`src/hw/rtl/hpt_pkg.sv`:
```
// Shared types, constants and the noise table for the holographic pixel tint block.
// Used by hpt_scan, hpt_tint and holographic_pixel_tint; depends on nothing else.
`timescale 1ns / 1ps
`default_nettype none

package hpt_pkg;

    // Configuration register port.
    localparam int CFG_BITS   = 13;
    localparam int CFG_IDX_BITS = 1;

    typedef enum logic [CFG_IDX_BITS-1:0] {
        CFG_LINE_WIDTH     = 1'b0,
        CFG_ROWS_PER_FRAME = 1'b1
    } cfg_index_t;

    localparam logic [CFG_BITS-1:0] LINE_WIDTH_RESET     = 13'd640;
    localparam logic [CFG_BITS-1:0] ROWS_PER_FRAME_RESET = 13'd479;

    localparam int COUNT_BITS_DEFAULT = 12;

    // Scan phase and band split.
    localparam int PHASE_BITS = 7;
    localparam logic [PHASE_BITS-1:0] BAND_SPLIT = 7'h58;
    localparam logic [PHASE_BITS-1:0] PHASE_STEP = 7'd37;

    // Pixel fields.
    localparam int CHAN_BITS  = 8;
    localparam int PIXEL_BITS = 24;
    localparam int NOISE_IDX_BITS = 8;
    localparam int NOISE_BITS = 9;
    localparam int NOISE_ENTRIES = 256;

    // Tint arithmetic.
    localparam int SUM_BITS = 12;
    localparam logic [SUM_BITS-1:0] HALF_BIAS    = 12'd100;
    localparam logic [SUM_BITS-1:0] UPPER_FLOOR  = 12'd20;
    localparam logic [SUM_BITS-1:0] LOWER_FLOOR  = 12'd0;
    localparam logic [SUM_BITS-1:0] LOWER_OFFSET = 12'd10;
    localparam logic [SUM_BITS-1:0] BLUE_OFFSET  = 12'd40;
    localparam logic [SUM_BITS-1:0] CHANNEL_MAX  = 12'd255;

    localparam int NOISE_DIVISOR = 40000;
    localparam int NOISE_SCALE   = 256;

    typedef logic [CHAN_BITS-1:0]  chan_t;
    typedef logic [PIXEL_BITS-1:0] pixel_t;
    typedef logic [NOISE_BITS-1:0] noise_t;
    typedef noise_t [NOISE_ENTRIES-1:0] noise_table_t;

    // Configuration write group.
    typedef struct packed {
        logic                we;
        cfg_index_t          index;
        logic [CFG_BITS-1:0] data;
    } cfg_write_t;

    // Per-pixel scan information taken when the pixel is accepted.
    typedef struct packed {
        logic band_upper;
        logic frame_end;
    } scan_info_t;

    // Entry i is floor(floor(i^3 / 40000) * i / 256); the largest entry is 412.
    function automatic noise_table_t build_noise_table();
        noise_table_t tbl;
        int unsigned  cube;
        int unsigned  quot;
        tbl = '0;
        for (int i = 0; i < NOISE_ENTRIES; i++) begin
            cube   = i * i * i;
            quot   = cube / NOISE_DIVISOR;
            tbl[i] = NOISE_BITS'((quot * i) / NOISE_SCALE);
        end
        return tbl;
    endfunction

    localparam noise_table_t NOISE_TABLE = build_noise_table();

endpackage

`default_nettype wire

```
`src/hw/rtl/hpt_scan.sv`:
```
// Raster scan tracking: configuration registers, column and row counters, scan phase.
// Depends on hpt_pkg.
`timescale 1ns / 1ps
`default_nettype none

module hpt_scan #(
    parameter int COUNT_BITS = hpt_pkg::COUNT_BITS_DEFAULT
) (
    input  wire logic               aclk,
    input  wire logic               aresetn,
    input  wire hpt_pkg::cfg_write_t cfg,
    input  wire logic               step,
    output hpt_pkg::scan_info_t     info
);
    import hpt_pkg::*;

    localparam int LIM_BITS = (COUNT_BITS + 1 > CFG_BITS) ? COUNT_BITS + 1 : CFG_BITS;
    localparam logic [LIM_BITS-1:0] COUNT_TOP = LIM_BITS'(1) << COUNT_BITS;

    logic [CFG_BITS-1:0]   line_width_reg, line_width_next;
    logic [CFG_BITS-1:0]   rows_per_frame_reg, rows_per_frame_next;
    logic [COUNT_BITS-1:0] column_count_reg, column_count_next;
    logic [COUNT_BITS-1:0] row_count_reg, row_count_next;
    logic [PHASE_BITS-1:0] scan_phase_reg, scan_phase_next;

    logic [LIM_BITS-1:0]   width_ext, rows_ext;
    logic [LIM_BITS-1:0]   col_last_wide, row_last_wide;
    logic [COUNT_BITS-1:0] col_last, row_last;
    logic                  col_at_end, row_at_end;
    logic [PHASE_BITS-1:0] line_phase;

    // Last valid index: zero acts as one, anything above the counter range saturates.
    always_comb begin
        width_ext = LIM_BITS'(line_width_reg);
        rows_ext  = LIM_BITS'(rows_per_frame_reg);
        if (width_ext == '0) begin
            col_last_wide = '0;
        end else if (width_ext > COUNT_TOP) begin
            col_last_wide = COUNT_TOP - LIM_BITS'(1);
        end else begin
            col_last_wide = width_ext - LIM_BITS'(1);
        end
        if (rows_ext == '0) begin
            row_last_wide = '0;
        end else if (rows_ext > COUNT_TOP) begin
            row_last_wide = COUNT_TOP - LIM_BITS'(1);
        end else begin
            row_last_wide = rows_ext - LIM_BITS'(1);
        end
        col_last   = col_last_wide[COUNT_BITS-1:0];
        row_last   = row_last_wide[COUNT_BITS-1:0];
        col_at_end = (column_count_reg >= col_last);
        row_at_end = (row_count_reg >= row_last);
    end

    always_comb begin
        line_phase      = PHASE_BITS'(row_count_reg) + scan_phase_reg;
        info.band_upper = (line_phase < BAND_SPLIT);
        info.frame_end  = col_at_end && row_at_end;
    end

    always_comb begin
        line_width_next     = line_width_reg;
        rows_per_frame_next = rows_per_frame_reg;
        if (cfg.we) begin
            unique case (cfg.index)
                CFG_LINE_WIDTH:     line_width_next     = cfg.data;
                CFG_ROWS_PER_FRAME: rows_per_frame_next = cfg.data;
                default:            line_width_next     = line_width_reg;
            endcase
        end
    end

    always_comb begin
        column_count_next = column_count_reg;
        row_count_next    = row_count_reg;
        scan_phase_next   = scan_phase_reg;
        if (step) begin
            if (col_at_end) begin
                column_count_next = '0;
                if (row_at_end) begin
                    row_count_next  = '0;
                    scan_phase_next = scan_phase_reg - PHASE_STEP;
                end else begin
                    row_count_next = row_count_reg + COUNT_BITS'(1);
                end
            end else begin
                column_count_next = column_count_reg + COUNT_BITS'(1);
            end
        end
    end

    always_ff @(posedge aclk) begin
        if (!aresetn) begin
            line_width_reg     <= LINE_WIDTH_RESET;
            rows_per_frame_reg <= ROWS_PER_FRAME_RESET;
            column_count_reg   <= '0;
            row_count_reg      <= '0;
            scan_phase_reg     <= '0;
        end else begin
            line_width_reg     <= line_width_next;
            rows_per_frame_reg <= rows_per_frame_next;
            column_count_reg   <= column_count_next;
            row_count_reg      <= row_count_next;
            scan_phase_reg     <= scan_phase_next;
        end
    end

endmodule

`default_nettype wire

```
`src/hw/rtl/hpt_tint.sv`:
```
// Combinational tint datapath: noise lookup, luma sum, band formulas and clamps.
// Depends on hpt_pkg.
`timescale 1ns / 1ps
`default_nettype none

module hpt_tint (
    input  wire hpt_pkg::pixel_t             source_pixel,
    input  wire hpt_pkg::pixel_t             background_pixel,
    input  wire logic                        moving,
    input  wire logic [hpt_pkg::NOISE_IDX_BITS-1:0] noise_index,
    input  wire logic                        band_upper,
    output hpt_pkg::pixel_t                  out_pixel
);
    import hpt_pkg::*;

    // Subtract the bias with a floor: values below floor + bias give the floor.
    function automatic logic [SUM_BITS-1:0] floor_sub(logic [SUM_BITS-1:0] half,
                                                      logic [SUM_BITS-1:0] lo);
        logic [SUM_BITS-1:0] res;
        if (half < lo + HALF_BIAS) begin
            res = lo;
        end else begin
            res = half - HALF_BIAS;
        end
        return res;
    endfunction

    function automatic chan_t saturate(logic [SUM_BITS-1:0] v);
        chan_t res;
        if (v > CHANNEL_MAX) begin
            res = CHAN_BITS'(CHANNEL_MAX);
        end else begin
            res = v[CHAN_BITS-1:0];
        end
        return res;
    endfunction

    chan_t src_r, src_g, src_b, bg_r, bg_g, bg_b;
    noise_t noise;
    logic [SUM_BITS-1:0] luma, red_half, green_half, blue_quarter;
    logic [SUM_BITS-1:0] red_sum, green_sum, blue_sum;

    always_comb begin
        src_r = source_pixel[23:16];
        src_g = source_pixel[15:8];
        src_b = source_pixel[7:0];
        bg_r  = background_pixel[23:16];
        bg_g  = background_pixel[15:8];
        bg_b  = background_pixel[7:0];
        noise = NOISE_TABLE[noise_index];

        if (band_upper) begin
            luma     = SUM_BITS'(src_r) + (SUM_BITS'(src_g) << 1) + SUM_BITS'(src_b)
                     + SUM_BITS'(noise);
            red_half = (SUM_BITS'(src_r[7:1]) + luma) >> 1;
        end else begin
            luma     = SUM_BITS'(src_r) + (SUM_BITS'(src_g) << 2) + SUM_BITS'(src_b)
                     + SUM_BITS'(noise);
            red_half = (SUM_BITS'(src_r) + luma) >> 1;
        end
        green_half   = (SUM_BITS'(src_g) + luma) >> 1;
        blue_quarter = (SUM_BITS'(src_b) + luma) >> 2;

        if (band_upper) begin
            red_sum   = floor_sub(red_half, UPPER_FLOOR) + SUM_BITS'(bg_r[7:1]);
            green_sum = floor_sub(green_half, UPPER_FLOOR) + SUM_BITS'(bg_g[7:1]);
        end else begin
            red_sum   = floor_sub(red_half, LOWER_FLOOR) + SUM_BITS'(bg_r[7:1])
                      + LOWER_OFFSET;
            green_sum = floor_sub(green_half, LOWER_FLOOR) + SUM_BITS'(bg_g[7:1])
                      + LOWER_OFFSET;
        end
        blue_sum = blue_quarter + SUM_BITS'(bg_b[7:1]) + BLUE_OFFSET;

        if (moving) begin
            out_pixel = {saturate(red_sum), saturate(green_sum), saturate(blue_sum)};
        end else begin
            out_pixel = background_pixel;
        end
    end

endmodule

`default_nettype wire

```
`src/hw/rtl/holographic_pixel_tint.sv`:
```
// Top level of the holographic pixel tint block: stream ports, pipeline registers.
// Depends on hpt_pkg, hpt_scan and hpt_tint.
`timescale 1ns / 1ps
`default_nettype none

// Holographic pixel tint. Pixels enter in raster order, one transfer per pixel, and
// leave in the same order, one result transfer per pixel. A still pixel (tuser low)
// leaves as its background pixel; a moving pixel gets a blue-green tint built from a
// luma sum of the camera pixel, a noise term from a fixed 256-entry table and half of
// the background. The formula used depends on whether the current row plus the scan
// phase, taken modulo 128, falls below 88, which makes bands that roll up the image
// as the phase drops by 37 at the end of every frame. m_tlast marks the last pixel
// of each frame. The block takes one pixel per clock while m_tready stays high: there
// is an input register and an output register, and a pixel passes through both on
// its way to m_tvalid. While the output waits, the input still takes one pixel into
// an empty input register and then holds off. Throughput is set only by the output
// side's tready. The user must write line_width and rows_per_frame through the cfg
// port only while no pixel is in flight; the block does not enforce this. Zero acts
// as one and values above the counter range saturate at 2^COUNT_BITS.
module holographic_pixel_tint #(
    parameter int COUNT_BITS = hpt_pkg::COUNT_BITS_DEFAULT
) (
    input  wire logic                             aclk,
    input  wire logic                             aresetn,
    // Configuration write port.
    input  wire logic                             cfg_we,
    input  wire logic [hpt_pkg::CFG_IDX_BITS-1:0] cfg_index,
    input  wire logic [hpt_pkg::CFG_BITS-1:0]     cfg_data,
    // Input stream.
    input  wire logic                             s_tvalid,
    output logic                                  s_tready,
    // s_tdata: source_pixel [23:0], background_pixel [47:24], noise_index [55:48].
    input  wire logic [55:0]                      s_tdata,
    // s_tuser: moving [0].
    input  wire logic                             s_tuser,
    // Result stream.
    output logic                                  m_tvalid,
    input  wire logic                             m_tready,
    // m_tdata: out_pixel [23:0].
    output logic [23:0]                           m_tdata,
    // m_tlast: frame_end.
    output logic                                  m_tlast
);
    import hpt_pkg::*;

    // Input register stage.
    logic                      s1_valid_reg, s1_valid_next;
    pixel_t                    s1_src_reg, s1_src_next;
    pixel_t                    s1_bg_reg, s1_bg_next;
    logic                      s1_moving_reg, s1_moving_next;
    logic [NOISE_IDX_BITS-1:0] s1_noise_reg, s1_noise_next;
    scan_info_t                s1_info_reg, s1_info_next;

    // Output register stage.
    logic   m_valid_reg, m_valid_next;
    pixel_t m_pixel_reg, m_pixel_next;
    logic   m_last_reg, m_last_next;

    logic       in_xfer;
    logic       s2_ready;
    logic       s1_advance;
    cfg_write_t cfg;
    scan_info_t scan_info;
    pixel_t     tint_pixel;

    // The output register can take a new pixel when it is empty or being drained;
    // the input register can then move forward and in turn take a new pixel.
    assign s2_ready   = !m_valid_reg || m_tready;
    assign s1_advance = s1_valid_reg && s2_ready;
    assign s_tready   = !s1_valid_reg || s2_ready;
    assign in_xfer    = s_tvalid && s_tready;

    assign cfg.we    = cfg_we;
    assign cfg.index = cfg_index_t'(cfg_index);
    assign cfg.data  = cfg_data;

    // The counters move once per accepted pixel, so the band and frame-end flags
    // are sampled for that pixel at its transfer.
    hpt_scan #(
        .COUNT_BITS (COUNT_BITS)
    ) u_scan (
        .aclk    (aclk),
        .aresetn (aresetn),
        .cfg     (cfg),
        .step    (in_xfer),
        .info    (scan_info)
    );

    hpt_tint u_tint (
        .source_pixel     (s1_src_reg),
        .background_pixel (s1_bg_reg),
        .moving           (s1_moving_reg),
        .noise_index      (s1_noise_reg),
        .band_upper       (s1_info_reg.band_upper),
        .out_pixel        (tint_pixel)
    );

    always_comb begin
        s1_valid_next  = s1_valid_reg;
        s1_src_next    = s1_src_reg;
        s1_bg_next     = s1_bg_reg;
        s1_moving_next = s1_moving_reg;
        s1_noise_next  = s1_noise_reg;
        s1_info_next   = s1_info_reg;
        if (in_xfer) begin
            s1_valid_next  = 1'b1;
            s1_src_next    = s_tdata[23:0];
            s1_bg_next     = s_tdata[47:24];
            s1_noise_next  = s_tdata[55:48];
            s1_moving_next = s_tuser;
            s1_info_next   = scan_info;
        end else if (s1_advance) begin
            s1_valid_next = 1'b0;
        end
    end

    always_comb begin
        m_valid_next = m_valid_reg;
        m_pixel_next = m_pixel_reg;
        m_last_next  = m_last_reg;
        if (s2_ready) begin
            m_valid_next = s1_valid_reg;
            if (s1_valid_reg) begin
                m_pixel_next = tint_pixel;
                m_last_next  = s1_info_reg.frame_end;
            end
        end
    end

    // Payload registers carry no reset; only the valid flags do.
    always_ff @(posedge aclk) begin
        if (!aresetn) begin
            s1_valid_reg <= 1'b0;
            m_valid_reg  <= 1'b0;
        end else begin
            s1_valid_reg <= s1_valid_next;
            m_valid_reg  <= m_valid_next;
        end
    end

    always_ff @(posedge aclk) begin
        s1_src_reg    <= s1_src_next;
        s1_bg_reg     <= s1_bg_next;
        s1_moving_reg <= s1_moving_next;
        s1_noise_reg  <= s1_noise_next;
        s1_info_reg   <= s1_info_next;
        m_pixel_reg   <= m_pixel_next;
        m_last_reg    <= m_last_next;
    end

    assign m_tvalid = m_valid_reg;
    assign m_tdata  = m_pixel_reg;
    assign m_tlast  = m_last_reg;

    // A pixel held in the input register is never dropped while the output stalls.
    assert property (@(posedge aclk) disable iff (!aresetn)
        s1_valid_reg && !s2_ready |=> s1_valid_reg)
        else $error("input register lost a pixel during an output stall");

    // Nothing appears at the output unless the input register held a pixel.
    assert property (@(posedge aclk) disable iff (!aresetn)
        !s1_valid_reg && s2_ready |=> !m_valid_reg)
        else $error("output became valid without a pixel behind it");

    // A still pixel leaves as its background pixel.
    assert property (@(posedge aclk) disable iff (!aresetn)
        s1_advance && !s1_moving_reg |=> m_tdata == $past(s1_bg_reg))
        else $error("still pixel did not pass the background through");

    // A tinted pixel always carries at least the fixed blue offset.
    assert property (@(posedge aclk) disable iff (!aresetn)
        s1_advance && s1_moving_reg |=> m_tdata[7:0] >= 8'd40)
        else $error("tinted pixel lost its blue offset");

endmodule

`default_nettype wire
```
`config.mk`:
```
export PLATFORM = sky130hd
export DESIGN_NAME = holographic_pixel_tint
export DESIGN_NICKNAME = d
export VERILOG_FILES = /design/src/hw/rtl/hpt_pkg.sv /design/src/hw/rtl/hpt_scan.sv /design/src/hw/rtl/hpt_tint.sv /design/src/hw/rtl/holographic_pixel_tint.sv
export SDC_FILE = /design/constraint.sdc
export NUM_CORES = 1
export LEC_CHECK = 0
export BUFFER_PORTS_ARGS = -buffer_cell sky130_fd_sc_hd__buf_2
export CORE_ASPECT_RATIO = 0.75
export CORE_MARGIN = 1.5
export CORE_UTILIZATION = 57
export DETAILED_ROUTE_END_ITERATION = 16
export PLACE_DENSITY = 0.79
export SLEW_MARGIN = 20
export SYNTH_ARGS = -nofsm -noshare
export SYNTH_HDL_FRONTEND = slang
export SYNTH_SLANG_ARGS = --single-unit
```
`constraint.sdc`:
```
create_clock -name aclk -period 8.3 [get_ports aclk]
set_input_delay 1.245 -clock aclk [delete_from_list [all_inputs] [get_ports aclk]]
set_output_delay 1.245 -clock aclk [all_outputs]
set_load 0.03 [all_outputs]
```
# Yosys cells after proc, flatten, opt, wreduce, memory -nomap -nowiden
# Memory sizes are Yosys's and may differ from the RTL's. A register that Yosys moved wholly into a read port is not among the register bits.
# Cells that the tools add are included.
# word_totals
rom_bits	2304
elab_cells	97
memories	1
mem_bits_rw	0
regBits	143
latchBits	0
# classes
n_mux	26
n_div	0
n_eq_ne	0
shifts	0
n_lt_le_gt_ge	13
n_bitwise	1
addsub	26
n_mul	0
n_reduce_logical	15
# mem_list
memory	depth	width	read_ports	rd_clocked_by_memory_dff	wr	line	rtl
(no name shown)	256	9	1	1	0	hpt_tint.sv:50	noise = NOISE_TABLE[noise_index];
# ops
cell	n
$mux W12	17
$add A12 B7 Y12	4
$add A8 B12 Y12	3
$gt A12 B8 Y1 const B	3
$mux W8	4
$gt A13 B13 Y1 const B	2
$logic_not A13 Y1	2
$add A12 B1 Y12 const B	2
$add A12 B4 Y12 const B	2
$add A12 B8 Y12	2
$add A12 B9 Y12	2
$ge A12 B12 Y1	2
$lt A12 B7 Y1 const B	2
$mux W24	1
$sub A12 B1 Y12 const B	2
$lt A11 B7 Y1 const B	2
$add A12 B6 Y12 const B	1
$add A7 B12 Y12	1
$sub A11 B7 Y12 const B	1
$sub A12 B7 Y12 const B	1
$add A10 B7 Y11	1
$add A8 B10 Y11	1
$mux W11	1
$add A8 B9 Y10	1
13 further kinds	21

# Longest topological paths before layout
# logic_depth
word_depth	14
mapped_depth	39
mapped_depth_nobuf	38

# By module
# Synthesis repeated with hierarchy kept, for this count alone.
# hier_totals
hier_cells	1701
hier_area_um2	14521.4
# by_module_without_submodules
module	area_per_inst_um2	instances	cells_each
hpt_tint	8131.5	1	1123
hpt_scan	3763.6	1	485
holographic_pixel_tint	2626.3	1	93

# Worst setup path before layout
# OpenSTA, ideal clock, no wires.
# synth_path
path_kind	register to register
start	register s1_src_reg[17]
end	register m_pixel_reg[12], in the netlist m_tdata[12] (data pin)
required_time_ns	8.026
stages_incl_launch_ff	38
t_arrival_ns	7.446
n_path_buf	1
period_less_slack_ns	7.720
setup_ns	0.274
path_slack_ns	0.580
cell_sequence	edfxtp_1 > ha_1 > inv_1 > fa_1 > inv_1 > a21oi_1 > o21ai_0 > a21oi_1 > o21bai_1 > xnor2_1 > fa_1 > inv_1 > ha_1 > or3b_1 > nand3_1 > a211oi_1 > o21ai_0 > ha_1 > (+2 left out) > or3b_1 > mux2_4 > nor4_4 > nand2b_1 > inv_1 > ha_1 > a21o_1 > a21oi_1 > o21ai_0 > a21oi_1 > and4_1 > a21bo_1 > mux2i_1 > a32oi_1 > a2111oi_1 > or3_1 > buf_6 > o2111ai_1
# synth_via
elab_chain_len	14
# synth_rtl
item	line	rtl
from (decl)	holographic_pixel_tint.sv:48	pixel_t s1_src_reg, s1_src_next;
from (signal assigned)	holographic_pixel_tint.sv:142	s1_src_reg <= s1_src_next;
$add A8 B10 Y11 or $add A8 B9 Y10 (tied branches)	hpt_tint.sv:57, hpt_tint.sv:53	
$add A12 B8 Y12, on equally long branches	hpt_tint.sv:57, hpt_tint.sv:53	
$add A12 B9 Y12, on equally long branches	hpt_tint.sv:58, hpt_tint.sv:54	
$mux W12 *	hpt_tint.sv:52	if (band_upper) begin
$add A8 B12 Y12 *	hpt_tint.sv:61	green_half = (SUM_BITS'(src_g) + luma) >> 1;
$sub A11 B7 Y12 or $lt A11 B7 Y1 (tied branches)	hpt_tint.sv:23, hpt_tint.sv:20	
$mux W12	hpt_tint.sv:20	if (half < lo + HALF_BIAS) begin
$mux W12	hpt_tint.sv:64	if (band_upper) begin
$add A12 B7 Y12	hpt_tint.sv:70	green_sum = floor_sub(green_half, LOWER_FLOOR) + SUM_BITS'(bg_g[7:1])
$add A12 B4 Y12	hpt_tint.sv:71	+ LOWER_OFFSET;
$mux W12 *	hpt_tint.sv:64	
$gt A12 B8 Y1	hpt_tint.sv:30	if (v > CHANNEL_MAX) begin
$mux W8 *	hpt_tint.sv:30	
$mux W24 *	hpt_tint.sv:75	if (moving) begin
named net tint_pixel[12]	holographic_pixel_tint.sv:64	pixel_t tint_pixel;
to (signal assigned)	holographic_pixel_tint.sv:147	m_pixel_reg <= m_pixel_next;
to (decl)	holographic_pixel_tint.sv:56	pixel_t m_pixel_reg, m_pixel_next;
# The timed path passes the listed nets; every way through them passes the cells marked *. The select of a mux whose other input is x is not followed.
# A chain may end at the register's enable or synchronous reset.

# Worst setup path in the final report
# layout_path
start	register s1_src_reg[8]
end	register m_pixel_reg[12], in the netlist m_tdata[12] (data pin)
# layout_via
elab_chain_len	14
# layout_rtl
item	line
$add A8 B10 Y11 or $add A8 B9 Y10 (tied branches)	hpt_tint.sv:57, hpt_tint.sv:53
$add A12 B8 Y12, on equally long branches	hpt_tint.sv:57, hpt_tint.sv:53
$add A12 B9 Y12, on equally long branches	hpt_tint.sv:58, hpt_tint.sv:54
$mux W12	hpt_tint.sv:52
$add A8 B12 Y12 *	hpt_tint.sv:61
$sub A11 B7 Y12 or $lt A11 B7 Y1 (tied branches)	hpt_tint.sv:23, hpt_tint.sv:20
$mux W12	hpt_tint.sv:20
$mux W12	hpt_tint.sv:64
$add A12 B7 Y12	hpt_tint.sv:70
$add A12 B4 Y12	hpt_tint.sv:71
$mux W12 *	hpt_tint.sv:64
$gt A12 B8 Y1	hpt_tint.sv:30
$mux W8 *	hpt_tint.sv:30
$mux W24 *	hpt_tint.sv:75
named net tint_pixel[12]	holographic_pixel_tint.sv:64
# Marks and branches as above.

==> results.sh <==
export IMPL_reg2regPathDepth=36
export IMPL_drc_errors=0
export IMPL_hp_start="s1_info_reg[0]"
export IMPL_dieWidth_um=186.9
export IMPL_synth_adder_area_share_pct=17.67
export IMPL_grt_max_degree=44
export IMPL_ctsRootBufferMaster="sky130_fd_sc_hd__clkbuf_16"
export IMPL_cp_startpoint="s1_src_reg[8]"
export IMPL_synth_enable_flop_cells=84
export IMPL_critPathSlowestCell="sky130_fd_sc_hd__fa_1"
export IMPL_routed_via_count=13260
export IMPL_maximum_fanout_count_along_the_critical_path=8
export IMPL_synth_area_leaders="sky130_fd_sc_hd__edfxtp_1 17%, sky130_fd_sc_hd__ha_1 14%, sky130_fd_sc_hd__dfxtp_1 9.4%"
export IMPL_vias_per_cell=6.146
export IMPL_synth_top_family_by_area="compound AO/OA/AOI/OAI gates"
export IMPL_layout_drive_gt1_share_pct=13.37
export IMPL_rsz0062_at_grt="true"
export IMPL_post_synth_num_cell_types=95
export IMPL_synthArstFlopShare_pct=0
export IMPL_max_cap_violations=0
export IMPL_timing_critical_path_to_type="flop"
export IMPL_post_route_min_period_ns=8.036
export IMPL_run_status="complete, no violations"
export IMPL_detailedRoute_firstIterationViolations=1420
export IMPL_cell_accounting_for_the_most_synthesized_area="sky130_fd_sc_hd__edfxtp_1"
export IMPL_syn_avg_cell_area_um2=8.410
export IMPL_floorplan_die_area_mm2=0.02634
export IMPL_worstSetupPathType="reg2reg"
export IMPL_gp_congestion=0.9557
export IMPL_coreArea_mm2=0.02496
export IMPL_setup_viol_count_final=0
export IMPL_timing_critical_path_slowest_cell_delay_ns=0.48
export IMPL_cts_max_level=4
export IMPL_synth_warn=0
export IMPL_track_usage_pct=28.50
export IMPL_synth_ff_type="sky130_fd_sc_hd__edfxtp_1"
export IMPL_layout_cells_most_common="sky130_fd_sc_hd__nand2_1"
export IMPL_top_signal_layer_used="met4"
export IMPL_synthesized_instance_count=1719
export IMPL_syn_nets=1983
export IMPL_synthesized_area_fraction_occupied_by_ao_oa_aoi_and_oai_cells_pct=23.06
export IMPL_synthesis_area_mm2=0.01446
export IMPL_tritoncts="built"
export IMPL_chip_height_um=140.9
export IMPL_multi_input_area_mm2=0.01003
export IMPL_synth_seq_cells=152
export IMPL_post_synth_xor_area_fraction_pct=7.244
export IMPL_grt_pass1_vias=12200
export IMPL_synth_top_cell_area_share_pct=17.45
export IMPL_number_of_antenna_violations_at_the_first_check_in_global_routing=1
export IMPL_placementRows=50
export IMPL_layout_common_cells="172 x sky130_fd_sc_hd__nand2_1, 159 x sky130_fd_sc_hd__ha_1, 154 x sky130_fd_sc_hd__nor2_1, 143 x sky130_fd_sc_hd__a21oi_1, 107 x sky130_fd_sc_hd__inv_1"
export IMPL_hold_critical_path_depth=0
export IMPL_final_max_slew_violation_count=0
export IMPL_timing_slew_headroom_pct=33.16
export IMPL_final_seq_area_mm2=0.003884
export IMPL_timing_reg2reg_setup_slack_ns=0.26
export IMPL_timing_worst_slew_pin_value_ns=0.9966
export IMPL_post_synth_and_or_nand_nor_area_fraction_pct=18.26
export IMPL_p_r_area_growth_vs_syn_pct=10.99
export IMPL_route_layer_met1_wl_mm=17.15
export IMPL_top_level_ports=103
export IMPL_clkTransAtPathRegs_ns=0.07
export IMPL_critical_path_reg2reg_endpoint="m_tdata[12]"
export IMPL_hold_end="m_tlast"
export IMPL_postLayoutCoreUtil_pct=64.28
export IMPL_met2WireLength_mm=16.72
export IMPL_nNetsFinal=2069
export IMPL_cts_sinks=152
export IMPL_synth_mux_area_fraction_pct=2.276
export IMPL_cts_max_path_buffers=2
export IMPL_max_freq_mhz=124.4
export IMPL_worst_ep_required_time_ns=8.48
export IMPL_clkLatencyLatePin_ns=0.46
export IMPL_dr_pass1_iters=8
export IMPL_crit_reg2reg_launch="s1_src_reg[8]"
export IMPL_cp_arrival_ns=8.22
export IMPL_initial_core_util_pct=57.91
export IMPL_wl_mm=37.79
export IMPL_post_route_period_util_pct=96.82
export IMPL_global_route_wire_length_before_repair_mm=60.77
export IMPL_grt_overflow_total=0
export IMPL_post_dp_hpwl_mm=28.33
export IMPL_met3RoutedLength_mm=3.067
export IMPL_worst_setup_path_start_kind="flop"
export IMPL_avgRoutedWirePerCell_um=17.52
export IMPL_port_buffers=102
export IMPL_hold_class="reg2reg"
export IMPL_synth_seq_area_share_pct=26.87
export IMPL_postRouteAntennaNets=0
export IMPL_nFillCells=2109
export IMPL_clock_skew_final_ns=0.01635
export IMPL_place_ws_ns=0.01648
export IMPL_final_hold_viol_count=0
export IMPL_numCtsBuffers=17
export IMPL_timing_final_ws_setup_ns=0.2640
-- cell type report --
class	instances	share of cell area [%]
multi-input cells	1394	62.48
flip-flops and latches	152	24.20
repair buffers	131	4.538
clock buffers	18	2.737
well taps	338	2.636
inverters	109	2.550
clock inverters	14	0.8344
diodes	1	0.01560
-- per-layer routing --
| metal | GRT usage (%) | up-vias |
|---|---|---|
| met3 | 5.527 | 66 |
| met2 | 44.76 | 530 |
| met1 | 39.84 | 6218 |
| met4 | 8.616 | 0 |
| li1 | - | 6442 |
| met5 | 0 | - |
-- worst max-delay path, delay by kind of cell (launching register included) --
kind | cells | cell delay, ns
AO/OA/AOI/OAI | 16 | 2.57
adder cells (fa/ha/maj) | 6 | 2.04
AND/OR/NAND/NOR | 7 | 1.77
buffers and inverters | 5 | 0.55
flip-flops | 1 | 0.40
multiplexers | 1 | 0.29
XOR/XNOR | 1 | 0.12
-- cells by family after synthesis --
group	Yosys count
AO/OA/AOI/OAI	506
XOR/XNOR	117
adder cells (fa/ha/maj)	188
buffers and inverters	173
flip-flops	152
multiplexers	29
AND/OR/NAND/NOR	554
-- worst max-delay path by stage --
stage	end	slack, ns	cells after the start
after floorplan	m_tdata[12]	0.58	37
after global placement	m_tdata[12]	0.30	36
after detailed placement	m_tdata[12]	0.02	36
after CTS	m_tdata[12]	0.09	38
after global routing	m_tdata[12]	-0.07	37
final	m_tdata[12]	0.26	36
-- timing repair --
action / CTS / global route
resized for setup: 2 / 30
setup endpoints to repair: 8 / 16
pin swaps: 0 / 8
setup buffers: 0 / 7
hold buffers: 0 / 0
-- cell usage after synthesis (all sizes together) (5+ instances only) --
master and number:
a21oi 154, o21ai 106, buf 10, mux2i 16
edfxtp 84, a21o 36, nor3 34, o211ai 30
nand4 5, nand2b 20, o31a 5, o211a 6
dfxtp 68, o21a 15, or2 11, clkbuf 54
nand3b 5, a311oi 9, xor2 38, or4 12
a211oi 22, a21boi 7, o311ai 13, mux2 12
xnor2 78, and3 13, o22a 6, and2 8
nor2b 26, o22ai 11, a31oi 18, or3 14
o31ai 11, ha 161, o21bai 10, o221ai 5
inv 107, fa 27, nand2 172, nand3 50
nor3b 8, nor4 8, nor2 158
-- stage by stage --
stage | cells | instance area (µm²) | TNS, ns | hold WS [ns]
floorplan | 1719 | 14460 | 0 | 0.4003
global placement | 2117 | 15320 | 0 | 0.4096
detailed placement | 2117 | 15320 | 0 | 0.4061
CTS | 2149 | 15900 | 0 | 0.4230
global route | 2156 | 16040 | -0.1044 | 0.4324
finish | 2157 | 16050 | 0 | 0.4242
Power is not shown: default switching activity piles up to over one toggle a cycle in this logic, so the estimate is an artifact.
